File: src/hdl/pabc_pkg.sv
// Shared constants, types and result layout for the polygon area/box/convexity core.
// No dependencies; every other file in hdl/ refers to this package by scoped names.
package pabc_pkg;

  localparam int COORD_BITS    = 16;
  localparam int MAX_VERTICES  = 1024;
  localparam int CNT_BITS      = $clog2(MAX_VERTICES + 1);
  localparam int AREA_BITS     = 2 * COORD_BITS + 11;
  // Running sum needs headroom over the output field before saturation.
  localparam int ACC_BITS      = AREA_BITS + 3;
  localparam int DIFF_BITS     = COORD_BITS + 1;
  localparam int PROD_BITS     = 2 * DIFF_BITS;
  localparam int TURN_BITS     = PROD_BITS + 1;
  localparam int CONVEX_MIN_VERTS = 4;
  // Turn lanes in the back end: current turn plus two closing turns.
  localparam int NUM_TURNS     = 3;

  localparam int FIFO_DEPTH    = 4;
  localparam int FIFO_AW       = $clog2(FIFO_DEPTH);

  localparam int IN_DATA_BITS  = ((2 * COORD_BITS + 7) / 8) * 8;
  localparam int RES_BITS      = AREA_BITS + 4 * COORD_BITS + 1 + CNT_BITS + 1;
  localparam int OUT_DATA_BITS = ((RES_BITS + 7) / 8) * 8;

  // Saturation bounds of the area field, sign-extended to the accumulator width.
  localparam logic [ACC_BITS-1:0] ACC_AREA_HI =
    {{(ACC_BITS - AREA_BITS + 1){1'b0}}, {(AREA_BITS - 1){1'b1}}};
  localparam logic [ACC_BITS-1:0] ACC_AREA_LO = ~ACC_AREA_HI;

  typedef logic signed [COORD_BITS-1:0] coord_t;
  typedef logic [CNT_BITS-1:0]          cnt_t;

  typedef enum logic [1:0] {
    KIND_FIRST,
    KIND_SECOND,
    KIND_MID,
    KIND_EXCESS
  } vkind_t;

  typedef struct packed {
    coord_t x;
    coord_t y;
    logic   last;
    vkind_t kind;
    cnt_t   cnt;   // vertex count including this one (saturated)
    logic   ovf;   // overflow seen so far in this polygon
  } vtx_item_t;

  typedef struct packed {
    logic full;
    logic empty;
  } fifo_stat_t;

  // First member sits in the highest bits, so twice_area lands at bit 0.
  typedef struct packed {
    logic                        overflow;
    cnt_t                        vertex_total;
    logic                        convex;
    coord_t                      box_max_y;
    coord_t                      box_min_y;
    coord_t                      box_max_x;
    coord_t                      box_min_x;
    logic signed [AREA_BITS-1:0] twice_area;
  } result_t;

endpackage

File: src/hdl/pabc_fifo.sv
// Short queue between the front end and the arithmetic back end.
// Depends on pabc_pkg for the item type and depth.
module pabc_fifo (
  input  logic                  clk,
  input  logic                  rst_n,
  input  logic                  push,
  input  pabc_pkg::vtx_item_t   push_item,
  input  logic                  pop,
  output pabc_pkg::vtx_item_t   pop_item,
  output pabc_pkg::fifo_stat_t  stat
);

  pabc_pkg::vtx_item_t              mem_r [pabc_pkg::FIFO_DEPTH];
  logic [pabc_pkg::FIFO_AW-1:0]     wr_ptr_r, rd_ptr_r;
  logic [pabc_pkg::FIFO_AW:0]       level_r, level_nxt;

  assign stat.full  = (level_r == (pabc_pkg::FIFO_AW+1)'(pabc_pkg::FIFO_DEPTH));
  assign stat.empty = (level_r == '0);
  assign pop_item   = mem_r[rd_ptr_r];

  always_comb begin
    case ({push, pop})
      2'b10:   level_nxt = level_r + 1'b1;
      2'b01:   level_nxt = level_r - 1'b1;
      default: level_nxt = level_r;
    endcase
  end

  always_ff @(posedge clk) begin
    if (push) begin
      mem_r[wr_ptr_r] <= push_item;
    end
  end

  always_ff @(posedge clk) begin
    if (!rst_n) begin
      wr_ptr_r <= '0;
      rd_ptr_r <= '0;
      level_r  <= '0;
    end else begin
      if (push) begin
        wr_ptr_r <= wr_ptr_r + 1'b1;
      end
      if (pop) begin
        rd_ptr_r <= rd_ptr_r + 1'b1;
      end
      level_r <= level_nxt;
    end
  end

endmodule

File: config.mk
export PLATFORM = sky130hd
export DESIGN_NAME = pabc_fifo
export DESIGN_NICKNAME = d
export VERILOG_FILES = /design/src/hdl/pabc_pkg.sv /design/src/hdl/pabc_fifo.sv
export SDC_FILE = /design/constraint.sdc
export NUM_CORES = 1
export LEC_CHECK = 0
export BUFFER_PORTS_ARGS = -buffer_cell sky130_fd_sc_hd__buf_2
export CORE_MARGIN = 10
export CORE_UTILIZATION = 51
export DETAILED_ROUTE_END_ITERATION = 8
export PLACE_DENSITY = 0.77
export SETUP_SLACK_MARGIN = 0.15
export SLEW_MARGIN = 20
export SYNTH_ARGS = -nofsm -noshare
export SYNTH_HDL_FRONTEND = slang
export SYNTH_SLANG_ARGS = --single-unit
File: constraint.sdc
create_clock -name clk -period 2.2 [get_ports clk]
set_input_delay 0.22 -clock clk [delete_from_list [all_inputs] [get_ports clk]]
set_output_delay 0.22 -clock clk [all_outputs]
set_load 0.01 [all_outputs]
==> metrics.md <==
| Metric | Value |
|---|---|
| Worst IR Drop VDD | `approximately 0.00052 V` |
| Routed Antenna Nets | `0` |
| Post-DP Area | `~8000 um2` |
| Synth area leader | `edfxtp_1` |
| Worst-path clk slew | `70 ps` |
| Cts bufs inserted | `17` |
| Maximum buffer depth of the clock tree | `2` |
| Hold_sp | `push_item[38]` |
| R2R Setup Slk | `between 600 and 700 ps` |
| Max Cap Viol | `0` |
| CP max stage cell | `mux4_2` |
| Mapped Nets | `around 350` |
| LEAKAGE | `about 0.0031 uW` |
| Initial Util | `approximately 52%` |
| Layout cells sized above 1 | `~41%` |
| Post-route setup TNS | `0 ps` |
| Vias per cell | `approximately 5.3` |
| Pwr Density | `between 900 and 1000 nW/um2` |
| Largest net degree at the start of global routing | `between 40 and 50` |
| HP Class | `in2reg` |
| CP max stage delay | `between 500 and 600 ps` |
| CP max FO | `32` |
| CP required | `1980 ps` |
| Setup violations, final | `0` |
| GRT Util Overall | `between 10 and 15%` |
| CTS HTree Levels | `4` |
| DIE WIDTH | `139.3 um` |
| Crit path kind | `reg2out` |
| Ant diodes | `0` |
| Post-synthesis sequential area ratio | `between 80% and 90%` |
| I/O Buffers | `99` |
| R2r worst-path depth | `5` |
| YS warnings | `0` |
| CTS root buffer | `clkbuf_16` |
| Slew headroom | `74.29%` |
| Top cells by area, synth | `edfxtp_1 78%, mux4_2 15%, dfxtp_1 2.5%` |
| Top_reg_cell synth | `edfxtp_1` |
| Sink Count | `between 150 and 200` |
| Slew Limit Fails | `0` |
| EDFF count, synth | `~190` |
| Crit path max-delay family | `multiplexers` |
| Syn_area_per_cell | `around 25 um2` |
| Count leader, synth | `edfxtp_1` |
| RSZ-0062 raised after global routing | `true` |
| P&R area growth vs syn | `24.78%` |
| Placer Congestion | `roughly 0.7` |
| First-pass GRT wire length | `around 21 mm` |
| Util after Layout | `between 60% and 70%` |
| Pre-antenna DRT Iters | `4` |
| Worst Path Arrival | `around 1800 ps` |
| Post-synth top area share | `77.79%` |
| Die footprint | `just under 20000 um2` |
| Routed wire length | `roughly 13 mm` |
| Seq cells post-synth | `a little under 200` |
| Die height | `between 100 and 150 um` |
| Hold Path Depth | `1` |
| Hold Path End | `mem_r[1][38]` |
| Status | `complete, no violations` |
| Min Clock Period, post-route | `slightly above 2000 ps` |
| Row cnt | `43` |
| HPWL after DPL | `between 7 and 8 mm` |
| Core ar. | `between 10000 and 15000 um2` |
| Routed length per instance | `about 21 um` |
| GRT overflow | `0` |
| Number of global-route vias before repair | `3830` |
| Critical-path cell list | `buf_16, mux4_2, buf_2` |
| Crit. End Element | `output pin` |
| Hold Vio Cnt, Final | `0` |
| Clk_skew | `14.10 ps` |
| WP depth | `3` |
| Layout Nets | `about 500` |
| DR vias | `around 3400` |
| DRC viols | `0` |
| DRT iter0 DRCs | `between 150 and 200` |
| Finished Layout Cells | `around 640` |
| Final Cycle Share | `between 90% and 100%` |
| Io pins | `100` |
| Fmax achieved | `493.4 MHz` |
| Crit path buf inv count | `2` |
| RR Endpoint | `level_r[2]` |
| Fraction of registers with async set/reset | `0%` |
| Worst-margin pin slew | `between 300 and 400 ps` |
| Initial antenna violation count | `0` |
| Synth unique cells | `22` |
| Nature of the critical path startpoint | `flop` |
| Cell area after layout | `9055 um2` |
| Mapped Area | `slightly above 7000 um2` |
| Top cells by count, synth | `188 x edfxtp_1, 47 x mux4_2, 10 x and2_1, 9 x dfxtp_1, 6 x inv_1` |
| Placed insts | `568` |
| Tot Pwr | `8278 uW` |
| Worst r2r src | `level_r[0]` |
| Gate Count Post-Synth | `291` |
| Clk_lat worst skew | `between 400 and 500 ps` |
| Setup Fix Bufs, Post-CTS | `0` |
| CTS tree | `built` |
==> metal layers <==
| layer | up-vias | part of all wire, % | track usage, % |
|---|---|---|---|
| li1 | 1541 | - | - |
| met5 | - | 0 | 0 |
| met2 | 82 | 52 | 23.37 |
| met4 | 0 | 2.0 | 6.315 |
| met1 | 1762 | 41 | 17.01 |
| met3 | 17 | 4.9 | 4.049 |
==> logic make-up (layout without fill, tap and decap cells) <==
| group | after synthesis | in the layout | synth area share [%] |
|---|---|---|---|
| multiplexers | 48 | 48 | 14.72 |
| AO/OA/AOI/OAI | 3 | 3 | 0.2414 |
| XOR/XNOR | 5 | 5 | 0.6036 |
| buffers and inverters | 16 | 188 | 1.724 |
| AND/OR/NAND/NOR | 16 | 16 | 1.293 |
| adder cells (fa/ha/maj) | 6 | 6 | 1.138 |
| flip-flops | 197 | 197 | 80.28 |
==> cell type report <==
| cell class | count | area (um2) |
|---|---|---|
| clock buffers | 22 | 528.0 |
| clock inverters | 10 | 77.57 |
| fillers | 917 | 4880 |
| inverters | 6 | 22.52 |
| multi-input cells | 78 | 1311 |
| flip-flops and latches | 197 | 5831 |
| well taps | 180 | 225.2 |
| repair buffers | 150 | 1060 |
==> power breakdown <==
part	leakage (uW)	internal, uW	total [uW]	switching, uW
Sequential	0.00180	4300	4350	49.4
Clock	0.000307	1730	3060	1320
Combinational	0.00102	434	873	440
Total	0.00313	6470	8280	1810
==> metrics by stage <==
step,hold WS (ps),worst slack [ps]
final,22.01,173.4
after global routing,6.408,84.24
after CTS,0.002109,130.6
after detailed placement,437.5,437.3
after global placement,429.5,523.1
after floorplan,318.9,627.8
==> repair_timing <==
action / in CTS / in global routing
hold endpoints to repair: 169 / 0
gates resized for setup: 2 / 0
setup endpoints to repair: 21 / 43
hold buffers: 43 / 0
==> how the worst max path moves through the flow <==
stage | end
finish | pop_item[46]
global route | pop_item[45]
detailed placement | level_r[2]
global placement | level_r[2]
CTS | pop_item[45]
floorplan | mem_r[2][0]
==> flip-flops by register name (all words and copies together) (netlist names), named ones only <==
signal and flops:
wr_ptr_r 2, mem_r 188, level_r 3, rd_ptr_r 2
==> worst reg2reg max path, cell delays in order, from the launching register on <==
cell	delay (ps)
dfxtp_1	360
inv_1	90
fa_1	430
xor2_1	160
or3_1	300
a21boi_0	170
==> cells in the final DEF (no fill, tap or decap), types with 2 or more instances in the layout <==
cell type / n
xnor2_1: 2
buf_4: 2
ha_1: 5
inv_4: 3
clkinv_2: 2
buf_12: 4
inv_1: 6
dlygate4sd3_1: 43
nand2_1: 2
edfxtp_1: 188
mux4_2: 47
clkbuf_16: 20
and2_1: 6
clkbuf_8: 2
buf_2: 99
xor2_1: 3
dfxtp_1: 7
inv_6: 2
and2_2: 4
o21ai_0: 2
inv_8: 2
(Power assumes the default switching activity.)
