$ cat src/hdl/pabc_pkg.sv
// Shared constants, types and result layout for the polygon area/box/convexity core.
// No dependencies; every other file in hdl/ refers to this package by scoped names.
package pabc_pkg;

  localparam int COORD_BITS    = 16;
  localparam int MAX_VERTICES  = 1024;
  localparam int CNT_BITS      = $clog2(MAX_VERTICES + 1);
  localparam int AREA_BITS     = 2 * COORD_BITS + 11;
  // Running sum needs headroom over the output field before saturation.
  localparam int ACC_BITS      = AREA_BITS + 3;
  localparam int DIFF_BITS     = COORD_BITS + 1;
  localparam int PROD_BITS     = 2 * DIFF_BITS;
  localparam int TURN_BITS     = PROD_BITS + 1;
  localparam int CONVEX_MIN_VERTS = 4;
  // Turn lanes in the back end: current turn plus two closing turns.
  localparam int NUM_TURNS     = 3;

  localparam int FIFO_DEPTH    = 4;
  localparam int FIFO_AW       = $clog2(FIFO_DEPTH);

  localparam int IN_DATA_BITS  = ((2 * COORD_BITS + 7) / 8) * 8;
  localparam int RES_BITS      = AREA_BITS + 4 * COORD_BITS + 1 + CNT_BITS + 1;
  localparam int OUT_DATA_BITS = ((RES_BITS + 7) / 8) * 8;

  // Saturation bounds of the area field, sign-extended to the accumulator width.
  localparam logic [ACC_BITS-1:0] ACC_AREA_HI =
    {{(ACC_BITS - AREA_BITS + 1){1'b0}}, {(AREA_BITS - 1){1'b1}}};
  localparam logic [ACC_BITS-1:0] ACC_AREA_LO = ~ACC_AREA_HI;

  typedef logic signed [COORD_BITS-1:0] coord_t;
  typedef logic [CNT_BITS-1:0]          cnt_t;

  typedef enum logic [1:0] {
    KIND_FIRST,
    KIND_SECOND,
    KIND_MID,
    KIND_EXCESS
  } vkind_t;

  typedef struct packed {
    coord_t x;
    coord_t y;
    logic   last;
    vkind_t kind;
    cnt_t   cnt;   // vertex count including this one (saturated)
    logic   ovf;   // overflow seen so far in this polygon
  } vtx_item_t;

  typedef struct packed {
    logic full;
    logic empty;
  } fifo_stat_t;

  // First member sits in the highest bits, so twice_area lands at bit 0.
  typedef struct packed {
    logic                        overflow;
    cnt_t                        vertex_total;
    logic                        convex;
    coord_t                      box_max_y;
    coord_t                      box_min_y;
    coord_t                      box_max_x;
    coord_t                      box_min_x;
    logic signed [AREA_BITS-1:0] twice_area;
  } result_t;

endpackage

$ cat src/hdl/pabc_front.sv
// Front end: accepts vertices, counts them and tags each with its role in the polygon.
// Depends on pabc_pkg; feeds pabc_fifo.
module pabc_front (
  input  logic                                 clk,
  input  logic                                 rst_n,
  input  logic                                 in_tvalid,
  output logic                                 in_tready,
  input  logic [pabc_pkg::IN_DATA_BITS-1:0]    in_tdata,
  input  logic                                 in_tlast,
  input  pabc_pkg::fifo_stat_t                 fifo_stat,
  output logic                                 push,
  output pabc_pkg::vtx_item_t                  push_item
);

  pabc_pkg::cnt_t count_r, count_nxt;
  logic           ovf_r, ovf_nxt;
  logic           excess;

  assign in_tready = !fifo_stat.full;
  assign push      = in_tvalid && in_tready;
  assign excess    = (count_r >= pabc_pkg::CNT_BITS'(pabc_pkg::MAX_VERTICES));

  always_comb begin
    push_item.x    = in_tdata[pabc_pkg::COORD_BITS-1:0];
    push_item.y    = in_tdata[2*pabc_pkg::COORD_BITS-1:pabc_pkg::COORD_BITS];
    push_item.last = in_tlast;
    if (excess) begin
      push_item.kind = pabc_pkg::KIND_EXCESS;
    end else if (count_r == '0) begin
      push_item.kind = pabc_pkg::KIND_FIRST;
    end else if (count_r == pabc_pkg::CNT_BITS'(1)) begin
      push_item.kind = pabc_pkg::KIND_SECOND;
    end else begin
      push_item.kind = pabc_pkg::KIND_MID;
    end
    push_item.cnt = excess ? count_r : count_r + 1'b1;
    push_item.ovf = ovf_r | excess;

    count_nxt = count_r;
    ovf_nxt   = ovf_r;
    if (push) begin
      // Start over after the closing vertex.
      count_nxt = in_tlast ? '0   : push_item.cnt;
      ovf_nxt   = in_tlast ? 1'b0 : push_item.ovf;
    end
  end

  always_ff @(posedge clk) begin
    if (!rst_n) begin
      count_r <= '0;
      ovf_r   <= 1'b0;
    end else begin
      count_r <= count_nxt;
      ovf_r   <= ovf_nxt;
    end
  end

endmodule

$ cat config.mk
export PLATFORM = sky130hd
export DESIGN_NAME = pabc_front
export DESIGN_NICKNAME = d
export VERILOG_FILES = /design/src/hdl/pabc_pkg.sv /design/src/hdl/pabc_front.sv
export SDC_FILE = /design/constraint.sdc
export NUM_CORES = 1
export LEC_CHECK = 0
export ABC_AREA = 1
export BUFFER_PORTS_ARGS = -buffer_cell sky130_fd_sc_hd__buf_2
export CAP_MARGIN = 20
export CELL_PAD_IN_SITES_DETAIL_PLACEMENT = 0
export CELL_PAD_IN_SITES_GLOBAL_PLACEMENT = 1
export CORE_MARGIN = 3
export CORE_UTILIZATION = 22
export CTS_BUF_LIST = sky130_fd_sc_hd__clkbuf_16
export DETAILED_ROUTE_END_ITERATION = 10
export GPL_TIMING_DRIVEN = 0
export PLACE_DENSITY_LB_ADDON = 0.08
export SETUP_SLACK_MARGIN = 0.15
export SLEW_MARGIN = 25
export SYNTH_ARGS = -nofsm -noshare
export SYNTH_HDL_FRONTEND = slang
export SYNTH_SLANG_ARGS = --single-unit
$ cat constraint.sdc
create_clock -name clk -period 1.2 [get_ports clk]
set_clock_uncertainty 0.15 [all_clocks]
set_input_delay 0.12 -clock clk [delete_from_list [all_inputs] [get_ports clk]]
set_output_delay 0.12 -clock clk [all_outputs]
set_load 0.02 [all_outputs]
==> flow_metrics.py <==
metrics = {
    "status": {
        "status": "complete, but fails checks",
        "failed_checks": "setup timing",
    },
    "global_routing": {
        "grt.total_usage_pct": 11.95,
        "use_met1_pct": 14.00,
        "grt_max_degree": 11,
        "grt_pass1_vias": 1149,
        "antenna_found_initial": 0,
        "use_met2_pct": 21.66,
        "grt-busiest-layer": "met2",
        "met3_usage_pct": 3.338,
        "grt_pass1_wl_um": 5119,
        "overflow": 0,
    },
    "sta": {
        "worst_hold_slack_ns": 0.04079,
        "finalCriticalPeriod_ns": 1.674,
        "fin_ws_ns": -0.4742,
        "max_freq_mhz": 597.3,
        "slew_headroom_pct": 66.34,
        "finalSetupTns_ns": -6.879,
        "grt_setup_unrepaired": "true",
        "slew_viol_final": 0,
        "setup_viol": 26,
        "worst_slew_pin_slew_ns": 0.5048,
        "hold_violations": 0,
        "timing.final.crit_share_pct": 139.5,
    },
    "clocking": {
        "cts.sinks": 12,
        "insertion_delay_ns": 0.24,
        "ctsHtreeMaxLevel": 1,
        "cts_buffer_depth": 2,
        "cts-root-buf": "clkbuf_16",
        "numCtsBuffers": 3,
        "cts.reportedPaths.clkPinSlew_ns": 0.05,
        "cts_tree": "yes",
    },
    "setup_path": {
        "crit_path_end_kind": "output pin",
        "max_stage_delay_ns": 0.38,
        "r2r_cells": 8,
        "crit_family": "flip-flops",
        "cp-startpoint": "count_r[1]$_SDFFE_PN0P_",
        "worst-path-max-fanout": 5,
        "startpoint_type": "flip-flop",
        "crit_end": "push_item[11]",
        "r2r_setup_slack_ns": -0.26,
        "worstPathCellList": "ha_4 > nand2_4 > nor2_4 > nand3_4 > o21ai_4 > buf_6",
        "critical-path-slowest-cell": "dfxtp_4",
        "reg2reg_to": "count_r[10]$_SDFFE_PN0P_",
        "worstReg2RegStart": "count_r[1]$_SDFFE_PN0P_",
        "crit_cells": 6,
        "path_class": "flip-flop to output pin",
        "cp.required_ns": 0.93,
        "crit_buf_inv": 1,
        "worstPathArrival_ns": 1.40,
    },
    "layout": {
        "synthToLayoutAreaGrowth_pct": 96.17,
        "fillers": 462,
        "drive_gt1_share_pct": 77.82,
        "antennaDiodeCount": 0,
        "fin_util_pct": 45.81,
        "nNetsFinal": 281,
    },
    "drt": {
        "routedWlPerCell_um": 12.27,
        "via_count": 1220,
        "wirelength_um": 3572,
        "drtAntennaViolNets": 0,
        "firstDrtPassIters": 4,
        "avgViaCountPerCell": 4.192,
        "first_iter_violations": 18,
        "route.detailed.drc": 0,
    },
    "logic_synthesis": {
        "synthTopCellsByCount": "nand2_1, buf_4, inv_1",
        "ys_warn_count": 0,
        "yosysSeqAreaShare_pct": 22.99,
        "syn-cell-area_um2": 1045,
        "synthDominantCellAreaShare_pct": 24.43,
        "yosysTopAreaCell": "buf_4",
        "ys_ff_latch": 12,
        "synth_edf_count": 0,
        "yosysMostFrequentCell": "nand2_1",
        "netlist_instances": 158,
        "synth_cell_types": 24,
        "avgSynthCellArea_um2": 6.612,
        "synth_nets": 199,
        "synth_top_flop_cell": "dfxtp_1",
        "synthArstFlopShare_pct": 0,
        "synth_top_cells_by_area": "buf_4, dfxtp_1, nand2_1, inv_1, a21oi_1",
    },
    "pwr": {
        "power_leakage_nw": 0.9977,
        "p_per_area_nw_per_um2": 650.8,
        "ir_worst_vdd_uv": 558.2,
        "total_power_mw": 1.334,
    },
    "floorplanning": {
        "die_y_um": 74.91,
        "fp-row-count": 24,
        "dieArea_um2": 5612,
        "start_util_pct": 23.35,
        "boundaryPins": 87,
        "core_um2": 4474,
        "fp.dieW_um": 74.91,
    },
    "min_path": {
        "hold_path.class": "input pin to flip-flop",
    },
    "flow_run": {
        "max_cap_violations": 0,
    },
    "place": {
        "dp_slack_ns": -0.3129,
        "port_buffers": 53,
        "routabilityCongestion": 0.7116,
        "hpwl_um": 2565,
    },
}
==> layout by cell type (no fill, tap or decap), types with 3 or more instances in the layout <==
master     instances
buf_4             52
buf_2             41
nand2_1           20
nand2_2           18
buf_6             16
inv_1             10
inv_2              7
nand3_2            7
a21oi_2            7
dfxtp_4            5
nand4_1            4
a21oi_1            4
dfxtp_2            4
nor2_4             3
nand3_1            3
nor2_1             3
clkbuf_16          3
dfxtp_1            3
==> report_power, final <==
part / internal [mW] / switching [mW] / leakage [nW]
clock network: 0.440 / 0.186 / 0.0385
logic: 0.147 / 0.165 / 0.856
registers: 0.392 / 0.00382 / 0.103
==> logic make-up (layout without fill, tap and decap cells) <==
group           count (synthesis)  after routing  synth area share (%)
compound gates                 15             15                 8.145
xor+xnor                        4              4                 3.354
fa+ha+maj                       3              3                 3.593
buf+inv                        57            138                 32.93
simple gates                   67             67                 28.98
flops                          12             12                 22.99
==> layout make-up <==
class	count	area [um2]	area share, %
well taps	52	65.06	3.175
clock buffers	3	75.07	3.663
clock inverters	1	3.754	0.1831
multi-input cells	89	710.7	34.68
flip-flops and latches	12	264.0	12.88
repair buffers	77	561.8	27.41
plain buffers	38	290.3	14.16
inverters	19	78.83	3.846
==> stage by stage <==
step	std cells	instance area, um2
after global routing	291	2049
after CTS	280	1778
after floorplan	158	1131
final	291	2049
after global placement	263	1461
after detailed placement	263	1461
==> worst min-delay path by stage <==
stage / to / depth (start not counted) / from / slack [ns]
floorplan: count_r[1]$_SDFFE_PN0P_ / 2 / rst_n / 0.09
global placement: count_r[1]$_SDFFE_PN0P_ / 3 / rst_n / 0.22
detailed placement: count_r[1]$_SDFFE_PN0P_ / 3 / rst_n / 0.22
CTS: count_r[5]$_SDFFE_PN0P_ / 4 / in_tlast / 0.04
global route: count_r[5]$_SDFFE_PN0P_ / 4 / in_tlast / 0.06
finish: count_r[5]$_SDFFE_PN0P_ / 4 / in_tlast / 0.04
==> flip-flops by register name (all words and copies together), names as in the netlist <==
| name | cells |
|---|---|
| count_r | 11 |
| ovf_r | 1 |
==> metal layers <==
metal,wire length [um],vias to the layer above
met4,14,0
met2,1968,41
li1,-,625
met1,1381,552
met5,0,-
met3,207,2
==> repair_timing <==
action                                 4_1_cts  5_1_grt
hold buffers                                 1        0
buffers inserted                            12       11
pin swaps                                   19       20
endpoints found under the hold margin        2        0
resized for setup                           39       51
setup endpoints to repair                   24       26
==> worst reg2reg max path, delay by kind of cell (launching register included) <==
kind                       cells  cell delay (ns)
adders and majority gates      1             0.16
DFF                            1             0.38
AOI/OAI and AO/OA              1             0.15
buffers and inverters          2             0.15
and+or+nand+nor                4             0.40
(Power assumes the default switching activity.)
